===== src/cfb_pkg.sv =====
// Package: frame constants, microcode word type, ROM and CRC byte function.
`timescale 1ns / 1ps

package cfb_pkg;

    localparam int unsigned STEP_W = 4;

    localparam logic [7:0]  START_LO_BYTE = 8'h55;
    localparam logic [7:0]  START_HI_BYTE = 8'h66;
    localparam logic [7:0]  CTRL_BYTE     = 8'h01;
    localparam logic [15:0] CRC_POLY      = 16'h1021;
    localparam logic [15:0] CRC_SEED      = 16'h0000;

    // Step numbers the program jumps to
    localparam logic [STEP_W-1:0] STEP_FIRST  = 4'd0;
    localparam logic [STEP_W-1:0] STEP_CRC_LO = 4'd10;

    typedef enum logic [3:0] {
        SEL_START_LO,
        SEL_START_HI,
        SEL_CTRL,
        SEL_LEN,
        SEL_ZERO,
        SEL_CMD,
        SEL_P0,
        SEL_P1,
        SEL_CRC_LO,
        SEL_CRC_HI
    } sel_t;

    typedef struct packed {
        sel_t              sel;        // byte source
        logic              crc_en;     // fold byte into CRC
        logic              last;       // final step of the program
        logic              jmp_short;  // jump when frame has one param
        logic [STEP_W-1:0] target;     // jump target
    } ctrl_t;

    typedef struct packed {
        logic  busy;
        ctrl_t word;
    } useq_status_t;

    function automatic ctrl_t rom_word(input logic [STEP_W-1:0] step);
        ctrl_t w;
        w = '{sel: SEL_ZERO, crc_en: 1'b0, last: 1'b0, jmp_short: 1'b0,
              target: STEP_FIRST};
        case (step)
            4'd0:  begin w.sel = SEL_START_LO; w.crc_en = 1'b1; end
            4'd1:  begin w.sel = SEL_START_HI; w.crc_en = 1'b1; end
            4'd2:  begin w.sel = SEL_CTRL;     w.crc_en = 1'b1; end
            4'd3:  begin w.sel = SEL_LEN;      w.crc_en = 1'b1; end
            4'd4:  begin w.sel = SEL_ZERO;     w.crc_en = 1'b1; end
            4'd5:  begin w.sel = SEL_ZERO;     w.crc_en = 1'b1; end
            4'd6:  begin w.sel = SEL_ZERO;     w.crc_en = 1'b1; end
            4'd7:  begin w.sel = SEL_CMD;      w.crc_en = 1'b1; end
            4'd8:
            begin
                w.sel       = SEL_P0;
                w.crc_en    = 1'b1;
                w.jmp_short = 1'b1;
                w.target    = STEP_CRC_LO;
            end
            4'd9:  begin w.sel = SEL_P1;       w.crc_en = 1'b1; end
            4'd10: begin w.sel = SEL_CRC_LO; end
            4'd11: begin w.sel = SEL_CRC_HI;   w.last = 1'b1; end
            default: begin w.sel = SEL_CRC_HI; w.last = 1'b1; end
        endcase
        return w;
    endfunction

    // CRC-16, poly 0x1021, MSB first, one byte
    function automatic logic [15:0] crc16_byte(input logic [15:0] crc_in,
                                               input logic [7:0]  data);
        logic [15:0] c;
        c = crc_in ^ {data, 8'h00};
        for (int i = 0; i < 8; i++) begin
            if (c[15])
                c = {c[14:0], 1'b0} ^ CRC_POLY;
            else
                c = {c[14:0], 1'b0};
        end
        return c;
    endfunction

endpackage


===== src/cfb_if.sv =====
// Handshake interfaces for the command and frame channels.
`timescale 1ns / 1ps

interface cfb_cmd_if;
    logic              valid;
    logic              ready;
    logic [7:0]        cmd_code;
    logic [1:0]        payload_count;
    logic signed [7:0] first_param;
    logic signed [7:0] second_param;

    modport source (output valid, cmd_code, payload_count, first_param, second_param,
                    input ready);
    modport sink   (input valid, cmd_code, payload_count, first_param, second_param,
                    output ready);
endinterface

interface cfb_frame_if;
    logic       valid;
    logic       ready;
    logic [7:0] frame_byte;
    logic       last_byte;

    modport source (output valid, frame_byte, last_byte, input ready);
    modport sink   (input valid, frame_byte, last_byte, output ready);
endinterface


===== src/cfb_crc.sv =====
// CRC-16 accumulator, one byte per enabled cycle.
`timescale 1ns / 1ps

module cfb_crc
    import cfb_pkg::*;
(
    input  logic        clk,
    input  logic        clear,
    input  logic        en,
    input  logic [7:0]  data,
    output logic [15:0] crc
);

    logic [15:0] crc_reg;
    logic [15:0] crc_next;

    always_comb
    begin
        crc_next = crc_reg;
        if (clear)
            crc_next = CRC_SEED;
        else if (en)
            crc_next = crc16_byte(crc_reg, data);
    end

    always_ff @(posedge clk)
    begin
        crc_reg <= crc_next;
    end

    assign crc = crc_reg;

endmodule


===== src/cfb_useq.sv =====
// Microcode sequencer: step counter, control ROM, short-frame jump.
`timescale 1ns / 1ps

module cfb_useq
    import cfb_pkg::*;
(
    input  logic         clk,
    input  logic         rst_n,
    input  logic         start,
    input  logic         advance,
    input  logic         short_frame,
    output useq_status_t status
);

    logic [STEP_W-1:0] pc_reg, pc_next;
    logic              busy_reg, busy_next;
    ctrl_t             word;

    assign word = rom_word(pc_reg);

    always_comb
    begin
        pc_next   = pc_reg;
        busy_next = busy_reg;
        if (start)
        begin
            pc_next   = STEP_FIRST;
            busy_next = 1'b1;
        end
        else if (busy_reg && advance)
        begin
            if (word.last)
                busy_next = 1'b0;
            else if (word.jmp_short && short_frame)
                pc_next = word.target;
            else
                pc_next = pc_reg + 1'b1;
        end
    end

    always_ff @(posedge clk or negedge rst_n)
    begin
        if (!rst_n)
        begin
            pc_reg   <= STEP_FIRST;
            busy_reg <= 1'b0;
        end
        else
        begin
            pc_reg   <= pc_next;
            busy_reg <= busy_next;
        end
    end

    assign status.busy = busy_reg;
    assign status.word = word;

endmodule


===== src/crc16_command_frame_builder_core.sv =====
// Top level: command frame builder with CRC-16 trailer.
//
//   channel | dir | words per frame | payload
//   --------+-----+-----------------+------------------------------------------
//   cmd     | in  | 1               | cmd_code, payload_count, first/second_param
//   frame   | out | 11 or 12        | frame_byte, last_byte
//
// A command is taken only while no frame is in progress; a frame of n bytes
// (11 with one parameter, 12 with two) is then built one control step per byte,
// each step loading one byte into the output register while it can take one.
// The next command can be taken once the last byte has entered the register.
// The output register lets a new command in while the final byte still waits.
// A stall on frame holds the sequencer on its current step; nothing is dropped.
// rst_n clears the sequencer and the output valid flag asynchronously.
`timescale 1ns / 1ps

module crc16_command_frame_builder_core
    import cfb_pkg::*;
(
    input  logic   clk,
    input  logic   rst_n,
    cfb_cmd_if.sink     cmd,
    cfb_frame_if.source frame
);

    // Latched command operands
    logic [7:0]   cmd_code_reg;
    logic [7:0]   p0_reg;
    logic [7:0]   p1_reg;
    logic         two_reg;       // two parameter bytes

    useq_status_t status;
    logic         cmd_fire;
    logic         slot_free;     // output register can take a byte
    logic         step_fire;     // sequencer emits a byte this cycle
    logic [7:0]   byte_sel;
    logic [15:0]  crc;

    // Output register
    logic         out_valid_reg, out_valid_next;
    logic [7:0]   out_byte_reg;
    logic         out_last_reg;

    assign cmd.ready = !status.busy;
    assign cmd_fire  = cmd.valid && cmd.ready;
    assign slot_free = !out_valid_reg || frame.ready;
    assign step_fire = status.busy && slot_free;

    always_ff @(posedge clk)
    begin
        if (cmd_fire)
        begin
            cmd_code_reg <= cmd.cmd_code;
            p0_reg       <= cmd.first_param;
            p1_reg       <= cmd.second_param;
            two_reg      <= cmd.payload_count[1];  // bit 1 alone sets the size
        end
    end

    cfb_useq u_useq (
        .clk         (clk),
        .rst_n       (rst_n),
        .start       (cmd_fire),
        .advance     (slot_free),
        .short_frame (!two_reg),
        .status      (status)
    );

    // Byte source selected by the current control word
    always_comb
    begin
        case (status.word.sel)
            SEL_START_LO: byte_sel = START_LO_BYTE;
            SEL_START_HI: byte_sel = START_HI_BYTE;
            SEL_CTRL:     byte_sel = CTRL_BYTE;
            SEL_LEN:      byte_sel = {6'd0, two_reg, !two_reg};
            SEL_ZERO:     byte_sel = 8'h00;
            SEL_CMD:      byte_sel = cmd_code_reg;
            SEL_P0:       byte_sel = p0_reg;
            SEL_P1:       byte_sel = p1_reg;
            SEL_CRC_LO:   byte_sel = crc[7:0];
            SEL_CRC_HI:   byte_sel = crc[15:8];
            default:      byte_sel = 8'h00;
        endcase
    end

    cfb_crc u_crc (
        .clk   (clk),
        .clear (cmd_fire),
        .en    (step_fire && status.word.crc_en),
        .data  (byte_sel),
        .crc   (crc)
    );

    always_comb
    begin
        out_valid_next = out_valid_reg;
        if (step_fire)
            out_valid_next = 1'b1;
        else if (frame.ready)
            out_valid_next = 1'b0;
    end

    always_ff @(posedge clk or negedge rst_n)
    begin
        if (!rst_n)
            out_valid_reg <= 1'b0;
        else
            out_valid_reg <= out_valid_next;
    end

    always_ff @(posedge clk)
    begin
        if (step_fire)
        begin
            out_byte_reg <= byte_sel;
            out_last_reg <= status.word.last;
        end
    end

    assign frame.valid      = out_valid_reg;
    assign frame.frame_byte = out_byte_reg;
    assign frame.last_byte  = out_last_reg;

endmodule


===== src/flat_wrapper.sv =====
// flat-port wrapper written by rule: the top's interface ports become plain ports
module crc16_command_frame_builder_core_flat import cfb_pkg::*;
  (clk, rst_n, cmd_valid, cmd_cmd_code, cmd_payload_count, cmd_first_param, cmd_second_param, cmd_ready, frame_valid, frame_frame_byte, frame_last_byte, frame_ready);
  cfb_cmd_if cmd_i ();
  cfb_frame_if frame_i ();
  input  logic clk;
  input  logic rst_n;
  input wire logic [$bits(cmd_i.valid)-1:0] cmd_valid;
  input wire logic [$bits(cmd_i.cmd_code)-1:0] cmd_cmd_code;
  input wire logic [$bits(cmd_i.payload_count)-1:0] cmd_payload_count;
  input wire logic [$bits(cmd_i.first_param)-1:0] cmd_first_param;
  input wire logic [$bits(cmd_i.second_param)-1:0] cmd_second_param;
  output wire logic [$bits(cmd_i.ready)-1:0] cmd_ready;
  output wire logic [$bits(frame_i.valid)-1:0] frame_valid;
  output wire logic [$bits(frame_i.frame_byte)-1:0] frame_frame_byte;
  output wire logic [$bits(frame_i.last_byte)-1:0] frame_last_byte;
  input wire logic [$bits(frame_i.ready)-1:0] frame_ready;
  assign cmd_i.valid = cmd_valid;
  assign cmd_i.cmd_code = cmd_cmd_code;
  assign cmd_i.payload_count = cmd_payload_count;
  assign cmd_i.first_param = cmd_first_param;
  assign cmd_i.second_param = cmd_second_param;
  assign cmd_ready = cmd_i.ready;
  assign frame_valid = frame_i.valid;
  assign frame_frame_byte = frame_i.frame_byte;
  assign frame_last_byte = frame_i.last_byte;
  assign frame_i.ready = frame_ready;
  crc16_command_frame_builder_core u_core (.clk(clk), .rst_n(rst_n), .cmd(cmd_i), .frame(frame_i));
endmodule

===== config.mk =====
export PLATFORM = sky130hd
export DESIGN_NAME = crc16_command_frame_builder_core_flat
export DESIGN_NICKNAME = d
export VERILOG_FILES = /design/src/cfb_pkg.sv /design/src/cfb_if.sv /design/src/cfb_crc.sv /design/src/cfb_useq.sv /design/src/crc16_command_frame_builder_core.sv /design/src/flat_wrapper.sv
export SDC_FILE = /design/constraint.sdc
export NUM_CORES = 1
export LEC_CHECK = 0
export BUFFER_PORTS_ARGS = -buffer_cell sky130_fd_sc_hd__buf_2
export CAP_MARGIN = 20
export CELL_PAD_IN_SITES_DETAIL_PLACEMENT = 1
export CELL_PAD_IN_SITES_GLOBAL_PLACEMENT = 1
export CORE_MARGIN = 4
export CORE_UTILIZATION = 47
export CTS_CLUSTER_SIZE = 40
export DETAILED_ROUTE_END_ITERATION = 7
export PLACE_DENSITY_LB_ADDON = 0.15
export SLEW_MARGIN = 10
export SYNTH_ARGS = -nofsm -noshare
export SYNTH_HDL_FRONTEND = slang
export SYNTH_SLANG_ARGS = --single-unit

===== constraint.sdc =====
create_clock -name clk -period 4.7 [get_ports clk]
set_clock_uncertainty 0.2 [all_clocks]
set_input_delay 0.47 -clock clk [delete_from_list [all_inputs] [get_ports clk]]
set_output_delay 0.47 -clock clk [all_outputs]
set_load 0.005 [all_outputs]

==> flow_summary.yaml, run 1 <==
outcome:
  status: "finished clean"
timing:
  whs_ns: 0.115
  max_slew_margin: 0.577
  max_freq_mhz: 312
  setup_viol: 0
  rsz0062_at_grt: "false"
  drv_slew: 0
  post-route-period-util: 0.682
  hold_viol_final: 0
  min_period_ns: 3.21
  max_slew.worst_pin.slew_ns: 0.635
  fin_setup_tns_ns: 0
floorplan:
  die_area_mm2: 0.00705
  ios: 41
  start_util: 0.489
  die_w_um: 83.9
  num_rows: 27
  core_mm2: 0.00554
  die_y_um: 83.9
route:
  remaining_drc_errors: 0
  wl_met3_um: 311
  highest_layer: "met4"
  wl_met2_um: 2880
  via_per_inst: 5.54
  wirelength_um: 5890
  vias: 2015
  drt_iter0_drc: 118
  dr.pass1.iters: 4
  wl_met1_um: 2630
  ant_nets: 0
  wire_per_inst_um: 16.2
power_and_ir_drop:
  clkPwrFrac: 0.125
  p_switching_w: 0.000943
  power.density_mw_per_mm2: 733
  swShare: 0.421
  total_power_w: 0.00224
  power_frac_comb: 0.503
  ir_worst_vdd_v: 0.000250
  seqPwrFrac: 0.372
  p_int_w: 0.00130
  p_leak_nw: 1.26
global_route:
  grt_pass1_wl_um: 10000
  grt_use_total: 0.179
  grt_antenna_before_repair: 0
  grt_start_max_net_pins: 37
  grt_pass1_vias: 2114
  gr-total-overflow: 0
worst_setup_path:
  worstReg2RegStart: "u_core.u_useq.pc_reg[1]$_DFFE_PN0P_"
  crit_path_start_kind: "flop"
  cp-end-kind: "flop"
  r2r-end: "u_core.u_crc.crc[5]$_SDFFE_PP0P_"
  worstRegToRegCells: 9
  worstPathRequired_ns: 4.71
  critPathKind: "flop to flop"
  arrival_ns: 3.21
  r2r_slack_ns: 1.49
  crit_fanout: 15
layout:
  final_cell_area_mm2: 0.00305
  largest_register_ffs: 16
  seq_area_mm2: 0.00149
  fillCellCount: 623
  drive_gt1_frac: 0.199
  multi_input_area_mm2: 0.00113
  syn_to_final_growth_pct: 12.7
  nNetsFinal: 325
  num_antenna_cells: 0
synth:
  synth_edf_count: 34
  synth_async_sr_flop_share: 0.107
  synth_ff_type: "edfxtp_1"
  synthesis.area_mm2: 0.00271
  yosysWarnings: 0
  ys_ff_latch: 56
  seq_area_frac_synth: 0.550
  synth.distinct_cells: 49
  syn_avg_cell_area_um2: 10.6
  synth_cells: 255
  syn-num-nets: 289
place:
  dpl-instance-area_mm2: 0.00295
  numPortBuffers: 39
  dp_hpwl_um: 4290
  gpl.final_weighted_congestion: 0.767
hold_path:
  hold_end: "u_core.cmd_code_reg[1]$_DFFE_PP_"
  min_from: "cmd_cmd_code[1]"
  min_path_cells: 1
  hold_path_class: "input port to flop"
clock_network:
  cts_buffer_depth: 2
  root_buffer: "clkbuf_8"
  cts_made_buffers: 5
  cts_tree: "done"
  clk_latency_ns: 0.32
  cts.htree.levels: 2
  clk_pin_slew_ns: 0.11
  cts_num_sinks: 56
run:
  drv_cap: 0
[metrics by stage]
step / std cells / utilization / setup WS (ns)
finish: 364 / 0.551 / 1.49
global route: 364 / 0.551 / 1.21
CTS: 364 / 0.551 / 1.45
detailed placement: 355 / 0.532 / 1.45
global placement: 355 / 0.532 / 1.54
floorplan: 255 / - / 1.98
[cell usage in the layout (no fill, tap or decap), types with 2 or more instances in the layout]
| master | n |
|---|---|
| a21o_1 | 6 |
| a21oi_1 | 9 |
| a222oi_1 | 3 |
| a22oi_1 | 5 |
| and2_1 | 2 |
| and3_1 | 6 |
| and3b_1 | 2 |
| buf_2 | 39 |
| buf_4 | 2 |
| clkbuf_8 | 5 |
| dfrtp_1 | 6 |
| dfxtp_1 | 16 |
| edfxtp_1 | 34 |
| ha_1 | 4 |
| inv_1 | 6 |
| inv_6 | 2 |
| mux2i_1 | 4 |
| nand2_1 | 35 |
| nand2b_1 | 5 |
| nand3_1 | 10 |
| nand4_1 | 4 |
| nor2_1 | 16 |
| nor2b_1 | 6 |
| nor3_1 | 12 |
| o21ai_0 | 16 |
| o21ai_1 | 2 |
| or3_1 | 2 |
| or4_1 | 2 |
| xnor2_1 | 5 |
| xor2_1 | 5 |
[worst max path at each step]
stage	start	endpoint	cells after the start
2_1_floorplan	u_core.u_useq.pc_reg[0]$_DFFE_PN0P_	u_core.u_crc.crc[5]$_SDFFE_PP0P_	10
3_3_place_gp	u_core.u_useq.pc_reg[1]$_DFFE_PN0P_	u_core.u_crc.crc[6]$_SDFFE_PP0P_	9
3_5_place_dp	u_core.u_useq.pc_reg[1]$_DFFE_PN0P_	u_core.u_crc.crc[6]$_SDFFE_PP0P_	9
4_1_cts	u_core.u_useq.pc_reg[1]$_DFFE_PN0P_	u_core.u_crc.crc[6]$_SDFFE_PP0P_	9
5_1_grt	u_core.u_useq.pc_reg[1]$_DFFE_PN0P_	u_core.u_crc.crc[14]$_SDFFE_PP0P_	9
6_report	u_core.u_useq.pc_reg[1]$_DFFE_PN0P_	u_core.u_crc.crc[5]$_SDFFE_PP0P_	9
[area by class of cell]
| type | count | share of cell area |
|---|---|---|
| clock buffers | 5 | 0.0225 |
| well taps | 72 | 0.0295 |
| inverters | 6 | 0.00738 |
| repair buffers | 42 | 0.0721 |
| flip-flops and latches | 56 | 0.489 |
| clock inverters | 3 | 0.00820 |
| multi-input cells | 180 | 0.372 |
[logic make-up after synthesis]
logic type | after synthesis | synth area share
AND/OR/NAND/NOR | 111 | 0.218
flip-flops | 56 | 0.550
AO/OA/AOI/OAI | 48 | 0.115
buffers and inverters | 19 | 0.0309
XOR/XNOR | 11 | 0.0383
multiplexers | 6 | 0.0282
adder cells (fa/ha/maj) | 4 | 0.0185
[worst max-delay path, stage by stage (launching register included)]
cell	delay (ns)
dfrtp_1	0.43
inv_1	0.12
ha_1	0.41
nor3_1	0.12
o21ai_0	0.16
and2_1	0.34
inv_1	0.31
or3_1	0.68
nor3_1	0.27
nor3_1	0.07
[Yosys cell counts, drive strengths merged (7+ instances only)]
cell,n,share of area
edfxtp,34,0.38
o21ai,18,0.033
and3,7,0.018
nor3,13,0.026
a21oi,9,0.017
nor2,16,0.022
clkbuf,8,0.011
nand2,35,0.048
dfxtp,16,0.12
nand3,10,0.018
[repair_timing]
item / in CTS / in global routing
setup buffers: 0 / 0
hold buffers: 1 / 0
gates resized for setup: 0 / 0
endpoints found under the setup margin: 0 / 0
endpoints found under the hold margin: 6 / 0
[power by group through the flow]
stage / clock (W) / combinational, W / sequential, W
2_1_floorplan: 0 / 0.000878 / 0.000819
3_3_place_gp: 0 / 0.00110 / 0.000838
3_5_place_dp: 0 / 0.00113 / 0.000845
4_1_cts: 0.000289 / 0.00114 / 0.000833
5_1_grt: 0.000309 / 0.00126 / 0.000860
6_report: 0.000279 / 0.00113 / 0.000834
[metal layers]
| layer | track usage | vias to the layer above |
|---|---|---|
| li1 | - | 990 |
| met1 | 0.227 | 978 |
| met2 | 0.309 | 41 |
| met3 | 0.0395 | 6 |
| met4 | 0.0468 | 0 |
| met5 | 0 | - |
(Power assumes the default switching activity.)
==> inputs of run 2 (changes only) <==
Settings changed: CORE_UTILIZATION 47 to 40.
Clock period 4.7 ns to 2.9 ns, I/O delays scaled along.
==> run 2 against run 1 <==
Effect of this change:
- highest routed layer unchanged
- global-route usage up 1.3 points
- sequential cell count unchanged
- clock power increased by 57%
- fmax is 11% higher
- clock-buffer cell count did not move
- non-clock buffer count up 71
- power is 110% higher
- setup slack got worse by 1.5 ns
- largest power group unchanged
==> flow_summary.yaml, run 2 (synthesis gave the netlist of run 1 again) <==
route:
  ant_nets: 0
  drt_iter0_drc: 130
  wire_per_inst_um: 18.8
  dr.pass1.iters: 5
  via_per_inst: 5.38
  remaining_drc_errors: 0
  wirelength_um: 8310
  vias: 2371
clock_network:
  clk_latency_ns: 0.32
  cts_made_buffers: 5
  cts_buffer_depth: 2
  clk_pin_slew_ns: 0.10
  cts_num_sinks: 56
  cts_tree: "done"
  root_buffer: "clkbuf_8"
  cts.htree.levels: 2
global_route:
  grt_start_max_net_pins: 21
  grt_pass1_wl_um: 12500
  grt_use_total: 0.192
  gr-total-overflow: 0
  grt_antenna_before_repair: 1
  grt_pass1_vias: 2496
worst_setup_path:
  r2r_slack_ns: 0.01
  arrival_ns: 2.89
  startpoint: "u_core.u_useq.pc_reg[0]$_DFFE_PN0P_"
  r2r-end: "u_core.u_crc.crc[6]$_SDFFE_PP0P_"
  crit_fanout: 6
  crit_end: "u_core.u_crc.crc[6]$_SDFFE_PP0P_"
  worstRegToRegCells: 12
  crit_path_start_kind: "flop"
  worstPathRequired_ns: 2.90
  cp-end-kind: "flop"
  worstReg2RegStart: "u_core.u_useq.pc_reg[0]$_DFFE_PN0P_"
  critPathKind: "flop to flop"
timing:
  rsz0062_at_grt: "true"
  max_freq_mhz: 347
  setup_viol: 0
  post-route-period-util: 0.995
  min_period_ns: 2.89
  whs_ns: 0.0918
  hold_viol_final: 0
  max_slew_margin: 0.622
  drv_slew: 0
  max_slew.worst_pin.slew_ns: 0.566
  fin_setup_tns_ns: 0
power_and_ir_drop:
  total_power_w: 0.00461
  ir_worst_vdd_v: 0.000431
  p_leak_nw: 1.61
  power.density_mw_per_mm2: 1190
floorplan:
  die_area_mm2: 0.00816
  core_mm2: 0.00646
  ios: 41
  start_util: 0.420
  num_rows: 29
  die_y_um: 90.3
  die_w_um: 90.3
layout:
  final_cell_count_no_fill: 441
  mostFrequentLayoutCells: "buf_4 (45), buf_2 (39), nand2_1 (35), edfxtp_1 (34), dlygate4sd3_1 (26)"
  largest_register_ffs: 16
  syn_to_final_growth_pct: 42.8
  final_common_cell: "buf_4"
  fillCellCount: 701
  drive_gt1_frac: 0.377
  seq_area_mm2: 0.00149
  nNetsFinal: 396
  multi_input_area_mm2: 0.00134
place:
  numPortBuffers: 39
  placed_cells: 396
  dp_hpwl_um: 5020
  gpl.final_weighted_congestion: 0.792
outcome:
  status: "finished clean"
hold_path:
  min_from: "frame_ready"
  hold_path_class: "input port to flop"
run:
  drv_cap: 0
-- run 2: worst min path at each step --
stage,slack [ns],cells past startpoint,endpoint
global route,0.11,3,u_core.frame.valid$_DFFE_PN0P_
global placement,-0.08,1,u_core.u_useq.pc_reg[0]$_DFFE_PN0P_
CTS,0.1,3,u_core.frame.valid$_DFFE_PN0P_
finish,0.09,3,u_core.frame.valid$_DFFE_PN0P_
detailed placement,-0.07,1,u_core.u_useq.pc_reg[3]$_DFFE_PN0P_
floorplan,-0.21,0,u_core.frame.valid$_DFFE_PN0P_
-- run 2: stage by stage --
stage / worst slack, ns / area, µm² / util
global placement: -0.0354 / 3230 / 0.499
CTS: 0.00131 / 3630 / 0.561
floorplan: 0.176 / 2710 / -
detailed placement: -0.0774 / 3230 / 0.499
finish: 0.0150 / 3870 / 0.599
global route: -0.121 / 3870 / 0.599
-- run 2: what timing repair did --
| item | 4_1_cts | 5_1_grt |
|---|---|---|
| buffers inserted | 4 | 6 |
| setup endpoints to repair | 4 | 15 |
| hold buffers | 26 | 0 |
| resized for setup | 7 | 41 |
| endpoints found under the hold margin | 31 | 0 |
| pin swaps | 2 | 15 |
-- run 2: final cells by class --
| class | count | share of cell area |
|---|---|---|
| Multi-Input combinational cell | 180 | 0.346 |
| Timing Repair Buffer | 113 | 0.214 |
| Sequential cell | 56 | 0.386 |
| Inverter | 6 | 0.00582 |
| Clock inverter | 3 | 0.00550 |
| Antenna cell | 1 | 0.000647 |
| Clock buffer | 5 | 0.0178 |
| Tap cell | 77 | 0.0249 |
-- run 2: critical path, stage by stage, from the launching register on --
cell,delay [ns]
dfrtp_2,0.48
inv_2,0.12
ha_2,0.20
buf_6,0.13
nor2b_1,0.22
a2bb2oi_1,0.22
nand4_1,0.29
a21o_1,0.28
nand4_1,0.10
nor3b_2,0.17
buf_4,0.16
and3_1,0.17
nor3_2,0.04
-- run 2: layer usage --
metal  track usage  share of wire
met4        0.0536         0.0095
met3        0.0300          0.037
met2         0.369           0.56
met5             0              0
met1         0.219           0.39
-- run 2: where the power goes --
part	switching [W]	internal, W
Combinational	0.00141	0.00138
Clock	0.000267	0.000172
Sequential	0.000204	0.00117
Total	0.00188	0.00273
==> inputs of run 3 (changes only) <==
Settings changed: CAP_MARGIN 20 to 40, CORE_ASPECT_RATIO set to 1.75, CORE_MARGIN 4 to unset.
==> run 3 against run 2 <==
Effect of this change:
- combinational power decreased by 16%
- die area decreased by 13%
- final cell count decreased by 1.8%
- power decreased by 0.57%
- cell area decreased by 2.2%
- setup slack improved by 0.035 ns
- largest power group unchanged
==> flow_summary.yaml, run 3 (synthesis gave the netlist of run 1 again) <==
global_route:
  gr-total-overflow: 0
  grt_pass1_wl_um: 11800
  grt_start_max_net_pins: 18
  grt_use_total: 0.223
  grt_pass1_vias: 2422
  grt_antenna_before_repair: 0
worst_setup_path:
  worstPathRequired_ns: 2.91
  worstReg2RegStart: "u_core.u_useq.pc_reg[0]$_DFFE_PN0P_"
  crit_path_start_kind: "flop"
  startpoint: "u_core.u_useq.pc_reg[0]$_DFFE_PN0P_"
  arrival_ns: 2.86
  critPathKind: "flop to flop"
  crit_fanout: 5
  cp-end-kind: "flop"
hold_path:
  hold_path_class: "input port to flop"
  min_from: "frame_ready"
outcome:
  status: "finished clean"
floorplan:
  die_w_um: 64.2
  core_mm2: 0.00654
  die_y_um: 111
  ios: 41
  die_area_mm2: 0.00712
  num_rows: 39
  start_util: 0.414
route:
  wire_per_inst_um: 17.3
  ant_nets: 0
  dr.pass1.iters: 4
  via_per_inst: 5.34
  wirelength_um: 7500
  drt_iter0_drc: 98
  remaining_drc_errors: 0
  vias: 2313
clock_network:
  cts_tree: "done"
  clk_latency_ns: 0.29
  clk_pin_slew_ns: 0.07
  cts.htree.levels: 2
  cts_num_sinks: 56
  cts_buffer_depth: 2
  cts_made_buffers: 5
  root_buffer: "clkbuf_16"
timing:
  drv_slew: 0
  setup_viol: 0
  whs_ns: 0.140
  max_slew.worst_pin.slew_ns: 0.433
  hold_viol_final: 0
  post-route-period-util: 0.983
  rsz0062_at_grt: "true"
  max_freq_mhz: 351
  min_period_ns: 2.85
  max_slew_margin: 0.711
power_and_ir_drop:
  power.density_mw_per_mm2: 1210
  p_leak_nw: 1.60
  ir_worst_vdd_v: 0.000548
layout:
  seq_area_mm2: 0.00149
  final_common_cell: "buf_2"
  mostFrequentLayoutCells: "buf_2 (39), nand2_1 (35), buf_4 (34), edfxtp_1 (34), dlygate4sd3_1 (26)"
  nNetsFinal: 384
  multi_input_area_mm2: 0.00120
  largest_register_ffs: 16
  num_antenna_cells: 0
  drive_gt1_frac: 0.305
  syn_to_final_growth_pct: 39.6
  final_core_util: 0.579
  fillCellCount: 739
place:
  numPortBuffers: 39
  gpl.final_weighted_congestion: 0.788
  dp_hpwl_um: 5200
run:
  drv_cap: 0
run 3: cell types whose count changed in the layout (fill, tap and decap cells not counted), sizes merged:
| cell | change |
|---|---|
| buf | -12 |
| bufinv | +3 |
| clkinvlp | -2 |
| diode | -1 |
| inv | -1 |
run 3: worst max-delay path: stages, from the launching register on:
cell     delay (ns)
dfrtp_2        0.44
ha_2           0.22
or4_1          0.53
or3b_4         0.44
nand4_4        0.14
nor2b_1        0.09
o41ai_2        0.23
nor2b_2        0.11
and3_1         0.17
nor3_1         0.19
run 3: what timing repair did:
action                     in CTS  in global routing
cloned                          0                  0
pin swaps                       1                  7
hold endpoints to repair       31                  0
hold buffers                   26                  0
setup endpoints to repair       3                  3
gates resized for setup        10                  8
buffers inserted                0                  2
run 3: final timing paths:
path	end	slack (ns)	cells past startpoint
worst max-delay path	u_core.u_crc.crc[5]$_SDFFE_PP0P_	0.05	9
worst min-delay path	u_core.frame.valid$_DFFE_PN0P_	0.14	3
worst max register to register	u_core.u_crc.crc[5]$_SDFFE_PP0P_	0.05	9
worst min register to register	u_core.u_crc.crc[1]$_SDFFE_PP0P_	0.30	2
max in group asynchronous	u_core.u_useq.pc_reg[0]$_DFFE_PN0P_	2.18	2
min in group asynchronous	u_core.u_useq.pc_reg[2]$_DFFE_PN0P_	0.16	2
run 3: through the flow:
stage | TNS (ns) | std cells | setup slack (ns) | total power (W) | instance area [µm²]
2_1_floorplan | 0 | 255 | 0.176 | 0.00275 | 2710
3_3_place_gp | 0 | 397 | 0.0138 | 0.00347 | 3230
3_5_place_dp | -0.112 | 397 | -0.0723 | 0.00356 | 3230
4_1_cts | -0.0105 | 431 | -0.0105 | 0.00452 | 3730
5_1_grt | -0.0564 | 433 | -0.0217 | 0.00487 | 3780
6_report | 0 | 433 | 0.0501 | 0.00458 | 3780
run 3: final cells by class:
type                            count  area share
Clock inverter                      3      0.0238
Clock buffer                        5      0.0331
Timing Repair Buffer              101       0.198
Tap cell                           82      0.0271
Sequential cell                    56       0.395
Inverter                            6     0.00595
Multi-Input combinational cell    180       0.317
run 3: routing by layer:
layer	GRT usage	vias up	routed length, µm
met5	0	-	0
met4	0.0859	0	146
met3	0.0329	7	171
met2	0.435	41	4410
met1	0.228	1155	2770
li1	-	1110	-
run 3: power by group:
| part | leakage, nW | internal [W] | switching (W) | total (W) |
|---|---|---|---|---|
| logic | 0.968 | 0.00112 | 0.00123 | 0.00235 |
| clock network | 0.104 | 0.000582 | 0.000280 | 0.000862 |
| registers | 0.526 | 0.00117 | 0.000201 | 0.00137 |
